## src/rtl/rss_pkg.sv

```systemverilog
// Shared widths, types and state codes of the running stream statistics block.
package rss_pkg;

  localparam int SAMPLE_BITS   = 16;
  localparam int COUNT_BITS    = 24;
  localparam int FRAC_BITS     = 8;
  localparam int SQUARE_BITS   = 2 * SAMPLE_BITS - 1;
  localparam int SUM_BITS      = SAMPLE_BITS + COUNT_BITS;
  localparam int SQSUM_BITS    = SQUARE_BITS + COUNT_BITS;
  localparam int MEAN_BITS     = SAMPLE_BITS + FRAC_BITS;
  localparam int VAR_BITS      = 2 * SAMPLE_BITS - 2 + FRAC_BITS + 1;
  localparam int M2_BITS       = 2 * MEAN_BITS - FRAC_BITS;
  localparam int STD_BITS      = 20;
  localparam int DIVIDEND_BITS = SQSUM_BITS + FRAC_BITS;
  localparam int DIV_CNT_BITS  = $clog2(DIVIDEND_BITS + 1);
  localparam int RAD_BITS      = 2 * ((VAR_BITS + FRAC_BITS + 1) / 2);
  localparam int ROOT_BITS     = RAD_BITS / 2;
  localparam int ROOT_CNT_BITS = $clog2(ROOT_BITS + 1);
  localparam int QUEUE_DEPTH   = 2;
  localparam int QPTR_BITS     = (QUEUE_DEPTH > 1) ? $clog2(QUEUE_DEPTH) : 1;
  localparam int QCNT_BITS     = $clog2(QUEUE_DEPTH + 1);

  typedef logic signed [SAMPLE_BITS-1:0] sample_t;

  localparam sample_t SAMPLE_MAX = {1'b0, {(SAMPLE_BITS-1){1'b1}}};
  localparam sample_t SAMPLE_MIN = {1'b1, {(SAMPLE_BITS-1){1'b0}}};
  localparam logic [COUNT_BITS-1:0] COUNT_MAX = '1;
  localparam logic [STD_BITS-1:0]   STD_MAX   = '1;

  // Totals of one finished set, handed from front to back
  typedef struct packed {
    logic [COUNT_BITS-1:0]      count;
    logic signed [SUM_BITS-1:0] sum;
    logic [SQSUM_BITS-1:0]      square_sum;
    sample_t                    min_val;
    sample_t                    max_val;
    logic                       overflow;
  } set_totals_t;

  typedef enum logic [2:0] {
    BK_IDLE,
    BK_MEAN,
    BK_SQUARE,
    BK_PRODUCT,
    BK_VARIANCE,
    BK_ROOT,
    BK_DONE
  } back_state_t;

endpackage

```

## src/rtl/running_stream_statistics.sv

```systemverilog
// Top level of the running stream statistics block.
//
// Input channel: sample and last are taken when push is high and full is low.
// Samples are accepted one per cycle while full is low. Each sample passes a square stage and an
// accumulate stage, which keeps count, sum, sum of squares, minimum and maximum.
// A sample with last set closes the set; its totals go into a two-entry queue.
// Result channel: while empty is low the result ports hold the oldest result;
// pop with empty low takes it.
// From the last sample of a set to its result, with an idle back end, the totals pass
// the input stage and the queue, two passes of a bit-serial divider (mean, then mean
// square), a multiply and a subtract step, a bit-serial square root of 24 root bits
// and the load of the result register.
// The divider and root unit handle one set at a time, so sets that come in faster than
// the back end finishes them fill the queue, and full then holds the input
// while a last sample waits. A result not taken holds the back end in its final
// state, which in turn holds the queue and the input.
// Reset is synchronous: it clears the totals (minimum to the largest sample, maximum
// to the most negative), empties the queue and drops any waiting result.
module running_stream_statistics import rss_pkg::*; (
  input  logic                        clk,
  input  logic                        rst,
  input  logic                        push,
  output logic                        full,
  input  sample_t                     sample,
  input  logic                        last,
  output logic                        empty,
  input  logic                        pop,
  output logic [COUNT_BITS-1:0]       sample_count,
  output sample_t                     minimum,
  output sample_t                     maximum,
  output logic signed [MEAN_BITS-1:0] mean_value,
  output logic [VAR_BITS-1:0]         variance_value,
  output logic [STD_BITS-1:0]         std_deviation,
  output logic                        count_overflow
);

  logic        totals_valid;
  set_totals_t totals;
  logic        queue_full;
  logic        head_valid;
  set_totals_t head;
  logic        head_pop;

  rss_front u_front (
    .clk          (clk),
    .rst          (rst),
    .push         (push),
    .full         (full),
    .sample       (sample),
    .last         (last),
    .queue_full   (queue_full),
    .totals_valid (totals_valid),
    .totals       (totals)
  );

  rss_queue u_queue (
    .clk      (clk),
    .rst      (rst),
    .wr_en    (totals_valid),
    .wr_data  (totals),
    .full     (queue_full),
    .rd_valid (head_valid),
    .rd_data  (head),
    .rd_en    (head_pop)
  );

  rss_back u_back (
    .clk            (clk),
    .rst            (rst),
    .head_valid     (head_valid),
    .head           (head),
    .head_pop       (head_pop),
    .empty          (empty),
    .pop            (pop),
    .sample_count   (sample_count),
    .minimum        (minimum),
    .maximum        (maximum),
    .mean_value     (mean_value),
    .variance_value (variance_value),
    .std_deviation  (std_deviation),
    .count_overflow (count_overflow)
  );

endmodule

```

## src/rtl/rss_front.sv

```systemverilog
// Front end: takes samples, squares them and keeps the running set totals.
module rss_front import rss_pkg::*; (
  input  logic        clk,
  input  logic        rst,
  input  logic        push,
  output logic        full,
  input  sample_t     sample,
  input  logic        last,
  input  logic        queue_full,
  output logic        totals_valid,
  output set_totals_t totals
);

  logic                         a_valid;
  sample_t                      a_sample;
  logic                         a_last;
  logic [SQUARE_BITS-1:0]       a_square;

  logic [COUNT_BITS-1:0]        count_acc;
  logic signed [SUM_BITS-1:0]   sum_acc;
  logic [SQSUM_BITS-1:0]        square_sum_acc;
  sample_t                      min_seen;
  sample_t                      max_seen;
  logic                         overflow_seen;

  logic [SAMPLE_BITS-1:0]       sample_raw;
  logic [SAMPLE_BITS-1:0]       sample_mag;
  logic [2*SAMPLE_BITS-1:0]     square_full;
  logic                         a_stall;
  logic                         a_advance;
  logic                         accept;
  logic                         counting;

  // Magnitude and square of the incoming sample
  assign sample_raw  = sample;
  assign sample_mag  = sample_raw[SAMPLE_BITS-1] ? (~sample_raw + 1'b1) : sample_raw;
  assign square_full = sample_mag * sample_mag;

  // Hold a last sample while the queue has no room
  assign a_stall   = a_last && queue_full;
  assign a_advance = a_valid && !a_stall;
  assign full      = a_valid && a_stall;
  assign accept    = push && !full;

  assign counting = (count_acc != COUNT_MAX);

  // Updated totals, including the sample in the accumulate stage
  always_comb begin
    totals.min_val    = (a_sample < min_seen) ? a_sample : min_seen;
    totals.max_val    = (a_sample > max_seen) ? a_sample : max_seen;
    totals.count      = counting ? count_acc + 1'b1 : count_acc;
    totals.sum        = counting ? sum_acc + SUM_BITS'(a_sample) : sum_acc;
    totals.square_sum = counting ? square_sum_acc + SQSUM_BITS'(a_square) : square_sum_acc;
    totals.overflow   = overflow_seen || !counting;
  end

  assign totals_valid = a_advance && a_last;

  // Input stage valid
  always_ff @(posedge clk) begin
    if (rst) begin
      a_valid <= 1'b0;
    end else if (accept) begin
      a_valid <= 1'b1;
    end else if (a_advance) begin
      a_valid <= 1'b0;
    end
  end

  // Input stage payload
  always_ff @(posedge clk) begin
    if (accept) begin
      a_sample <= sample;
      a_last   <= last;
      a_square <= square_full[SQUARE_BITS-1:0];
    end
  end

  // Accumulate, or clear after the last sample of a set
  always_ff @(posedge clk) begin
    if (rst || (a_advance && a_last)) begin
      count_acc      <= '0;
      sum_acc        <= '0;
      square_sum_acc <= '0;
      min_seen       <= SAMPLE_MAX;
      max_seen       <= SAMPLE_MIN;
      overflow_seen  <= 1'b0;
    end else if (a_advance) begin
      count_acc      <= totals.count;
      sum_acc        <= totals.sum;
      square_sum_acc <= totals.square_sum;
      min_seen       <= totals.min_val;
      max_seen       <= totals.max_val;
      overflow_seen  <= totals.overflow;
    end
  end

  a_set_cleared: assert property (@(posedge clk) disable iff (rst)
    (a_advance && a_last) |=> (count_acc == '0 && overflow_seen == 1'b0))
    else $error("set totals not cleared after last sample");

  a_overflow_saturated: assert property (@(posedge clk) disable iff (rst)
    overflow_seen |-> (count_acc == COUNT_MAX))
    else $error("overflow flagged with count below its maximum");

endmodule

```

## src/rtl/rss_queue.sv

```systemverilog
// Short queue of finished set totals between front and back.
module rss_queue import rss_pkg::*; (
  input  logic        clk,
  input  logic        rst,
  input  logic        wr_en,
  input  set_totals_t wr_data,
  output logic        full,
  output logic        rd_valid,
  output set_totals_t rd_data,
  input  logic        rd_en
);

  set_totals_t            entries [QUEUE_DEPTH];
  logic [QPTR_BITS-1:0]   wr_ptr;
  logic [QPTR_BITS-1:0]   rd_ptr;
  logic [QCNT_BITS-1:0]   fill;

  assign full     = (fill == QCNT_BITS'(QUEUE_DEPTH));
  assign rd_valid = (fill != '0);
  assign rd_data  = entries[rd_ptr];

  // Advance pointers and fill level
  always_ff @(posedge clk) begin
    if (rst) begin
      wr_ptr <= '0;
      rd_ptr <= '0;
      fill   <= '0;
    end else begin
      if (wr_en) begin
        wr_ptr <= (wr_ptr == QPTR_BITS'(QUEUE_DEPTH - 1)) ? '0 : wr_ptr + 1'b1;
      end
      if (rd_en) begin
        rd_ptr <= (rd_ptr == QPTR_BITS'(QUEUE_DEPTH - 1)) ? '0 : rd_ptr + 1'b1;
      end
      if (wr_en && !rd_en) begin
        fill <= fill + 1'b1;
      end else if (rd_en && !wr_en) begin
        fill <= fill - 1'b1;
      end
    end
  end

  // Store written entry
  always_ff @(posedge clk) begin
    if (wr_en) begin
      entries[wr_ptr] <= wr_data;
    end
  end

  a_no_write_when_full: assert property (@(posedge clk) disable iff (rst)
    wr_en |-> !full)
    else $error("queue written while full");

  a_no_read_when_empty: assert property (@(posedge clk) disable iff (rst)
    rd_en |-> rd_valid)
    else $error("queue read while empty");

endmodule

```

## src/rtl/rss_divider.sv

```systemverilog
// Iterative restoring divider, one quotient bit per cycle.
module rss_divider import rss_pkg::*; (
  input  logic                     clk,
  input  logic                     rst,
  input  logic                     start,
  input  logic [DIVIDEND_BITS-1:0] dividend,
  input  logic [COUNT_BITS-1:0]    divisor,
  output logic                     done,
  output logic [VAR_BITS-1:0]      quotient
);

  logic                     busy;
  logic [DIV_CNT_BITS-1:0]  cnt;
  logic [DIVIDEND_BITS-1:0] dvd;
  logic [COUNT_BITS-1:0]    dvs;
  logic [COUNT_BITS-1:0]    rem;
  logic [COUNT_BITS:0]      partial;
  logic [COUNT_BITS:0]      diff;
  logic                     fits;

  // One trial subtraction
  assign partial = {rem, dvd[DIVIDEND_BITS-1]};
  assign diff    = partial - {1'b0, dvs};
  assign fits    = (partial >= {1'b0, dvs});

  // Sequence the iterations
  always_ff @(posedge clk) begin
    if (rst) begin
      busy <= 1'b0;
      cnt  <= '0;
      done <= 1'b0;
    end else begin
      done <= 1'b0;
      if (start) begin
        busy <= 1'b1;
        cnt  <= DIV_CNT_BITS'(DIVIDEND_BITS);
      end else if (busy) begin
        cnt <= cnt - 1'b1;
        if (cnt == DIV_CNT_BITS'(1)) begin
          busy <= 1'b0;
          done <= 1'b1;
        end
      end
    end
  end

  // Shift dividend, remainder and quotient
  always_ff @(posedge clk) begin
    if (start) begin
      dvd      <= dividend;
      dvs      <= divisor;
      rem      <= '0;
      quotient <= '0;
    end else if (busy) begin
      dvd      <= {dvd[DIVIDEND_BITS-2:0], 1'b0};
      rem      <= fits ? diff[COUNT_BITS-1:0] : partial[COUNT_BITS-1:0];
      quotient <= {quotient[VAR_BITS-2:0], fits};
    end
  end

endmodule

```

## src/rtl/rss_isqrt.sv

```systemverilog
// Iterative integer square root, one root bit per cycle.
module rss_isqrt import rss_pkg::*; (
  input  logic                 clk,
  input  logic                 rst,
  input  logic                 start,
  input  logic [RAD_BITS-1:0]  radicand,
  output logic                 done,
  output logic [ROOT_BITS-1:0] root
);

  logic                     busy;
  logic [ROOT_CNT_BITS-1:0] cnt;
  logic [RAD_BITS-1:0]      rad;
  logic [ROOT_BITS+1:0]     rem;
  logic [ROOT_BITS+3:0]     partial;
  logic [ROOT_BITS+3:0]     trial;
  logic [ROOT_BITS+3:0]     diff;
  logic                     fits;

  // Trial subtraction of 4*root+1
  assign partial = {rem, rad[RAD_BITS-1 -: 2]};
  assign trial   = (ROOT_BITS+4)'({root, 2'b01});
  assign diff    = partial - trial;
  assign fits    = (partial >= trial);

  // Sequence the iterations
  always_ff @(posedge clk) begin
    if (rst) begin
      busy <= 1'b0;
      cnt  <= '0;
      done <= 1'b0;
    end else begin
      done <= 1'b0;
      if (start) begin
        busy <= 1'b1;
        cnt  <= ROOT_CNT_BITS'(ROOT_BITS);
      end else if (busy) begin
        cnt <= cnt - 1'b1;
        if (cnt == ROOT_CNT_BITS'(1)) begin
          busy <= 1'b0;
          done <= 1'b1;
        end
      end
    end
  end

  // Shift in two radicand bits, produce one root bit
  always_ff @(posedge clk) begin
    if (start) begin
      rad  <= radicand;
      rem  <= '0;
      root <= '0;
    end else if (busy) begin
      rad  <= {rad[RAD_BITS-3:0], 2'b00};
      rem  <= fits ? diff[ROOT_BITS+1:0] : partial[ROOT_BITS+1:0];
      root <= {root[ROOT_BITS-2:0], fits};
    end
  end

endmodule

```

## src/rtl/rss_back.sv

```systemverilog
// Back end: turns set totals into mean, variance and deviation, holds the result.
module rss_back import rss_pkg::*; (
  input  logic                     clk,
  input  logic                     rst,
  input  logic                     head_valid,
  input  set_totals_t              head,
  output logic                     head_pop,
  output logic                     empty,
  input  logic                     pop,
  output logic [COUNT_BITS-1:0]    sample_count,
  output sample_t                  minimum,
  output sample_t                  maximum,
  output logic signed [MEAN_BITS-1:0] mean_value,
  output logic [VAR_BITS-1:0]      variance_value,
  output logic [STD_BITS-1:0]      std_deviation,
  output logic                     count_overflow
);

  back_state_t              state;
  back_state_t              state_next;

  set_totals_t              job;
  logic [MEAN_BITS-1:0]     mean_mag;
  logic [VAR_BITS-1:0]      square_quot;
  logic [M2_BITS-1:0]       mean_sq;
  logic [STD_BITS-1:0]      std_val;
  logic                     out_valid;

  logic                     div_start;
  logic [DIVIDEND_BITS-1:0] div_dividend;
  logic [COUNT_BITS-1:0]    div_divisor;
  logic                     div_done;
  logic [VAR_BITS-1:0]      div_quotient;

  logic                     root_start;
  logic [RAD_BITS-1:0]      root_radicand;
  logic                     root_done;
  logic [ROOT_BITS-1:0]     root_val;

  logic [SUM_BITS-1:0]      head_sum;
  logic [SUM_BITS-1:0]      head_sum_mag;
  logic [2*MEAN_BITS-1:0]   mean_product;
  logic [M2_BITS-1:0]       square_quot_ext;
  logic [VAR_BITS-1:0]      variance;
  logic                     load_out;

  // Magnitude of the queued sum
  assign head_sum     = head.sum;
  assign head_sum_mag = head_sum[SUM_BITS-1] ? (~head_sum + 1'b1) : head_sum;

  // Divider operands: mean first from the queue head, then the mean square
  assign div_dividend = (state == BK_IDLE) ?
                        DIVIDEND_BITS'({head_sum_mag, {FRAC_BITS{1'b0}}}) :
                        {job.square_sum, {FRAC_BITS{1'b0}}};
  assign div_divisor  = (state == BK_IDLE) ? head.count : job.count;

  // Variance, clamped at zero
  assign mean_product    = mean_mag * mean_mag;
  assign square_quot_ext = M2_BITS'(square_quot);
  assign variance        = (square_quot_ext > mean_sq) ?
                           VAR_BITS'(square_quot_ext - mean_sq) : '0;
  assign root_radicand   = RAD_BITS'({variance, {FRAC_BITS{1'b0}}});

  rss_divider u_divider (
    .clk      (clk),
    .rst      (rst),
    .start    (div_start),
    .dividend (div_dividend),
    .divisor  (div_divisor),
    .done     (div_done),
    .quotient (div_quotient)
  );

  rss_isqrt u_isqrt (
    .clk      (clk),
    .rst      (rst),
    .start    (root_start),
    .radicand (root_radicand),
    .done     (root_done),
    .root     (root_val)
  );

  // State register
  always_ff @(posedge clk) begin
    if (rst) begin
      state <= BK_IDLE;
    end else begin
      state <= state_next;
    end
  end

  // Next state and unit controls
  always_comb begin
    state_next = state;
    head_pop   = 1'b0;
    div_start  = 1'b0;
    root_start = 1'b0;
    load_out   = 1'b0;
    unique case (state)
      BK_IDLE: begin
        if (head_valid) begin
          head_pop   = 1'b1;
          div_start  = 1'b1;
          state_next = BK_MEAN;
        end
      end
      BK_MEAN: begin
        if (div_done) begin
          div_start  = 1'b1;
          state_next = BK_SQUARE;
        end
      end
      BK_SQUARE: begin
        if (div_done) begin
          state_next = BK_PRODUCT;
        end
      end
      BK_PRODUCT: begin
        state_next = BK_VARIANCE;
      end
      BK_VARIANCE: begin
        root_start = 1'b1;
        state_next = BK_ROOT;
      end
      BK_ROOT: begin
        if (root_done) begin
          state_next = BK_DONE;
        end
      end
      BK_DONE: begin
        if (!out_valid || pop) begin
          load_out   = 1'b1;
          state_next = BK_IDLE;
        end
      end
      default: begin
        state_next = BK_IDLE;
      end
    endcase
  end

  // Capture intermediate values
  always_ff @(posedge clk) begin
    if (head_pop) begin
      job <= head;
    end
    if (state == BK_MEAN && div_done) begin
      mean_mag <= div_quotient[MEAN_BITS-1:0];
    end
    if (state == BK_SQUARE && div_done) begin
      square_quot <= div_quotient;
    end
    if (state == BK_PRODUCT) begin
      mean_sq <= mean_product[2*MEAN_BITS-1:FRAC_BITS];
    end
    if (root_done) begin
      std_val <= (|root_val[ROOT_BITS-1:STD_BITS]) ? STD_MAX : root_val[STD_BITS-1:0];
    end
  end

  // Load the result register
  always_ff @(posedge clk) begin
    if (load_out) begin
      sample_count   <= job.count;
      minimum        <= job.min_val;
      maximum        <= job.max_val;
      mean_value     <= job.sum[SUM_BITS-1] ? (~mean_mag + 1'b1) : mean_mag;
      variance_value <= variance;
      std_deviation  <= std_val;
      count_overflow <= job.overflow;
    end
  end

  // Result valid
  always_ff @(posedge clk) begin
    if (rst) begin
      out_valid <= 1'b0;
    end else if (load_out) begin
      out_valid <= 1'b1;
    end else if (pop) begin
      out_valid <= 1'b0;
    end
  end

  assign empty = !out_valid;

  a_div_done_in_div_state: assert property (@(posedge clk) disable iff (rst)
    div_done |-> (state == BK_MEAN || state == BK_SQUARE))
    else $error("divider finished outside a division state");

  a_zero_var_zero_std: assert property (@(posedge clk) disable iff (rst)
    out_valid |-> ((variance_value == '0) == (std_deviation == '0)))
    else $error("deviation disagrees with variance being zero");

endmodule
```

## config.mk

```make
export PLATFORM = sky130hd
export DESIGN_NAME = running_stream_statistics
export DESIGN_NICKNAME = d
export VERILOG_FILES = /design/src/rtl/rss_pkg.sv /design/src/rtl/running_stream_statistics.sv /design/src/rtl/rss_front.sv /design/src/rtl/rss_queue.sv /design/src/rtl/rss_divider.sv /design/src/rtl/rss_isqrt.sv /design/src/rtl/rss_back.sv
export SDC_FILE = /design/constraint.sdc
export NUM_CORES = 2
export LEC_CHECK = 0
export ABC_AREA = 1
export CAP_MARGIN = 0
export CORE_AREA = 2 2 390 392
export CTS_BUF_LIST = sky130_fd_sc_hd__clkbuf_8
export CTS_CLUSTER_SIZE = 40
export DETAILED_ROUTE_END_ITERATION = 12
export DIE_AREA = 0 0 392 394
export DONT_BUFFER_PORTS = 1
export PLACE_DENSITY = 0.7
export SLEW_MARGIN = 5
export SYNTH_ARGS = -nofsm -noshare
export SYNTH_HDL_FRONTEND = slang
export SYNTH_SLANG_ARGS = --single-unit
```

## constraint.sdc

```tcl
create_clock -name clk -period 12.8 [get_ports clk]
set_clock_uncertainty 0.05 [all_clocks]
set_input_delay 1.92 -clock clk [delete_from_list [all_inputs] [get_ports clk]]
set_output_delay 1.92 -clock clk [all_outputs]
set_load 0.01 [all_outputs]
```

==> flow_summary.yaml <==
synthesis:
  async_flop_share_pct: 0
  synth.top_cell.area_share_pct: 30.8
  synthDistinctLibCells: 56
  ys_ff_latch: 1135
  ys_top_cells_by_area: "edfxtp_1 (31%), fa_1 (15%), nand2_1 (12%)"
  yosysTopAreaCell: "edfxtp_1"
  synthFlopType: "edfxtp_1"
  ys.warnings.count: 0
  synth_edf_count: 844
  yosysSeqAreaShare_pct: 37.9
  syn_area_um2: 82300
  syn_inst: 9936
  synth.avg_cell_area_um2: 8.28
setup_path:
  r2r_start: "u_back.mean_mag[10]"
  critPathArrivalTime_ns: 9.13
  worstSetupPathType: "input pin to flip-flop"
  path_common_cell: "fa_1"
  r2r_setup_slack_ns: 5.22
  cp.required_ns: 13.42
  slowest_stage: "clkinv_1"
  critPathLaunch: "sample[0]"
  cp_max_fo: 19
  endpoint_kind: "flip-flop"
  critPathMaxStageDelay_ns: 0.57
  cp-start-kind: "input pin"
clocking:
  cts.repair.resized: 0
  insertion_delay_ns: 0.95
  post_cts_buffers: 0
  clk_pin_slew_worst_paths_ns: 0.06
  cts_buffers: 190
  holdBufCountCts: 0
  cts_sinks: 1135
  htree_num_levels: 4
  cts_tree: "done"
  clk_path_buf_depth: 3
  cts_root_buf: "clkbuf_8"
die:
  initial_core_util_pct: 54.6
  die_x_um: 392
  num_rows: 143
  fp.dieH_um: 394
  dieArea_um2: 154000
  boundaryPins: 163
  core_um2: 151000
drt:
  ant_nets: 0
  drt_iter0_drc: 5091
  routedWlPerCell_um: 18.0
  drtPass1Iterations: 6
  drc: 0
  vias: 64600
  totalWireLength_um: 218000
  viasPerCell: 5.33
sta:
  setup_viol: 0
  slew_viol_final: 0
  fin_crit_sh_pct: 66.5
  finalHoldViolCount: 0
  finalCriticalPeriod_ns: 8.51
  worstMarginPinSlew_ns: 1.12
  rsz0062_at_grt: "false"
  max_freq_ghz: 0.118
  slew_headroom_pct: 25.1
  tns_ns: 0
placement:
  place_congestion: 0.973
  dp_hpwl_um: 164000
  port_buffers: 0
  dpl-instance-area_um2: 84300
grt:
  antenna_found_initial: 4
  track_usage_pct: 28.7
  grt_overflow: 0
  grt_pass1_vias: 64800
  grt_max_degree: 117
  grt_pass1_wl_um: 350000
worst_hold_path:
  min_from: "u_back.job[10]"
  hold_class: "flip-flop to flip-flop"
cells_and_area:
  syn_to_final_growth_pct: 7.35
  fill_cells: 13600
  drive_above_1_share_pct: 4.44
  fin_nets: 11000
  layout_common_cells: "nand2_1 (2,692), inv_1 (1,993), edfxtp_1 (844), nor2_1 (823), fa_1 (600)"
  final_common_cell: "nand2_1"
  final_cell_area_um2: 88300
pwr:
  pwr_density_cell_nw_per_um2: 207
  p_leak_nw: 43.4
  vdd_drop_max_uv: 418
run_status:
  status: "completed"
job:
  maxCapViolCount: 0
-- through the flow --
| stage | utilization [%] | cells | hold WS, ns | setup slack, ns | total power [W] |
|---|---|---|---|---|---|
| floorplan | - | 9945 | 0.350 | 4.29 | 0.0123 |
| global placement | 56.0 | 11800 | 0.353 | 3.50 | 0.0148 |
| detailed placement | 56.0 | 11800 | 0.355 | 3.39 | 0.0149 |
| CTS | 58.6 | 12100 | 0.366 | 4.40 | 0.0184 |
| global route | 58.6 | 12100 | 0.368 | 3.82 | 0.0199 |
| finish | 58.6 | 12100 | 0.363 | 4.29 | 0.0183 |
-- cell usage after synthesis, drive strengths merged (45+ instances only) --
library cell	count
o21ai	375
xnor2	70
nand2	2703
a21oi	432
nand4	103
nand3	445
nor3	71
dfxtp	291
inv	1965
edfxtp	844
fa	600
nor2	840
ha	463
buf	87
clkbuf	187
xor2	125
o22ai	45
-- power by group --
group / total (W) / switching, W / internal (W)
sequential: 0.00553 / 0.000397 / 0.00513
clock: 0.00340 / 0.00158 / 0.00183
combinational: 0.00938 / 0.00632 / 0.00306
-- path summary, 6_finish.rpt --
kind,end,cells after the start
worst max-delay path,u_front.a_square[25],28
worst max register to register,u_back.mean_sq[25],23
worst min register to register,u_back.maximum[9],0
worst min-delay path,u_back.maximum[9],0
-- layout make-up --
class	instances	area [µm²]	share of cell area (%)
timing repair buffer	67	515	0.583
antenna	1	2.50	0.00283
clock inverter	156	1250	1.42
multi-input combinational	6568	42700	48.3
clock buffer	201	2770	3.13
inverter	1968	7390	8.37
tap	2030	2540	2.87
sequential	1135	31200	35.3
-- cells by family (layout without fill, tap and decap cells) --
group	count (synthesis)	count (layout)	synth area share [%]
AO/OA/AOI/OAI	1028	1028	6.91
XOR/XNOR	195	195	2.08
adder cells (fa/ha/maj)	1063	1063	21.6
buffers and inverters	2242	2392	10.4
flip-flops	1135	1135	37.9
other	2	12	0.00913
AND/OR/NAND/NOR	4271	4271	21.1
-- state kept, by name (all words and copies together) (netlist names), 26 cells and up, named ones only --
name                       cells
u_back.job                   113
u_queue.entries              304
u_back.variance_value         39
u_front.square_sum_acc        55
u_front.sum_acc               40
u_back.mean_sq                40
u_back.square_quot            39
u_back.u_isqrt.rem            26
u_back.u_isqrt.rad            40
u_back.u_divider.dvd          55
u_back.u_divider.quotient     39
u_front.a_square              30
-- layer usage --
layer	GRT usage [%]	up-vias	part of all wire, %
li1	-	31200	-
met1	37.4	30900	42
met2	48.9	2008	49
met3	3.29	442	5.4
met4	11.0	2	3.8
met5	0	-	0.0060
-- worst max-delay path, delay by kind of cell --
kind / cells / cell delay [ns]
and+or+nand+nor: 9 / 1.63
buffers and inverters: 7 / 1.07
adders and majority gates: 8 / 3.74
xor gates and xnor gates: 1 / 0.14
AOI/OAI and AO/OA: 3 / 0.60
Note: power is estimated with default switching activity, not from simulation.
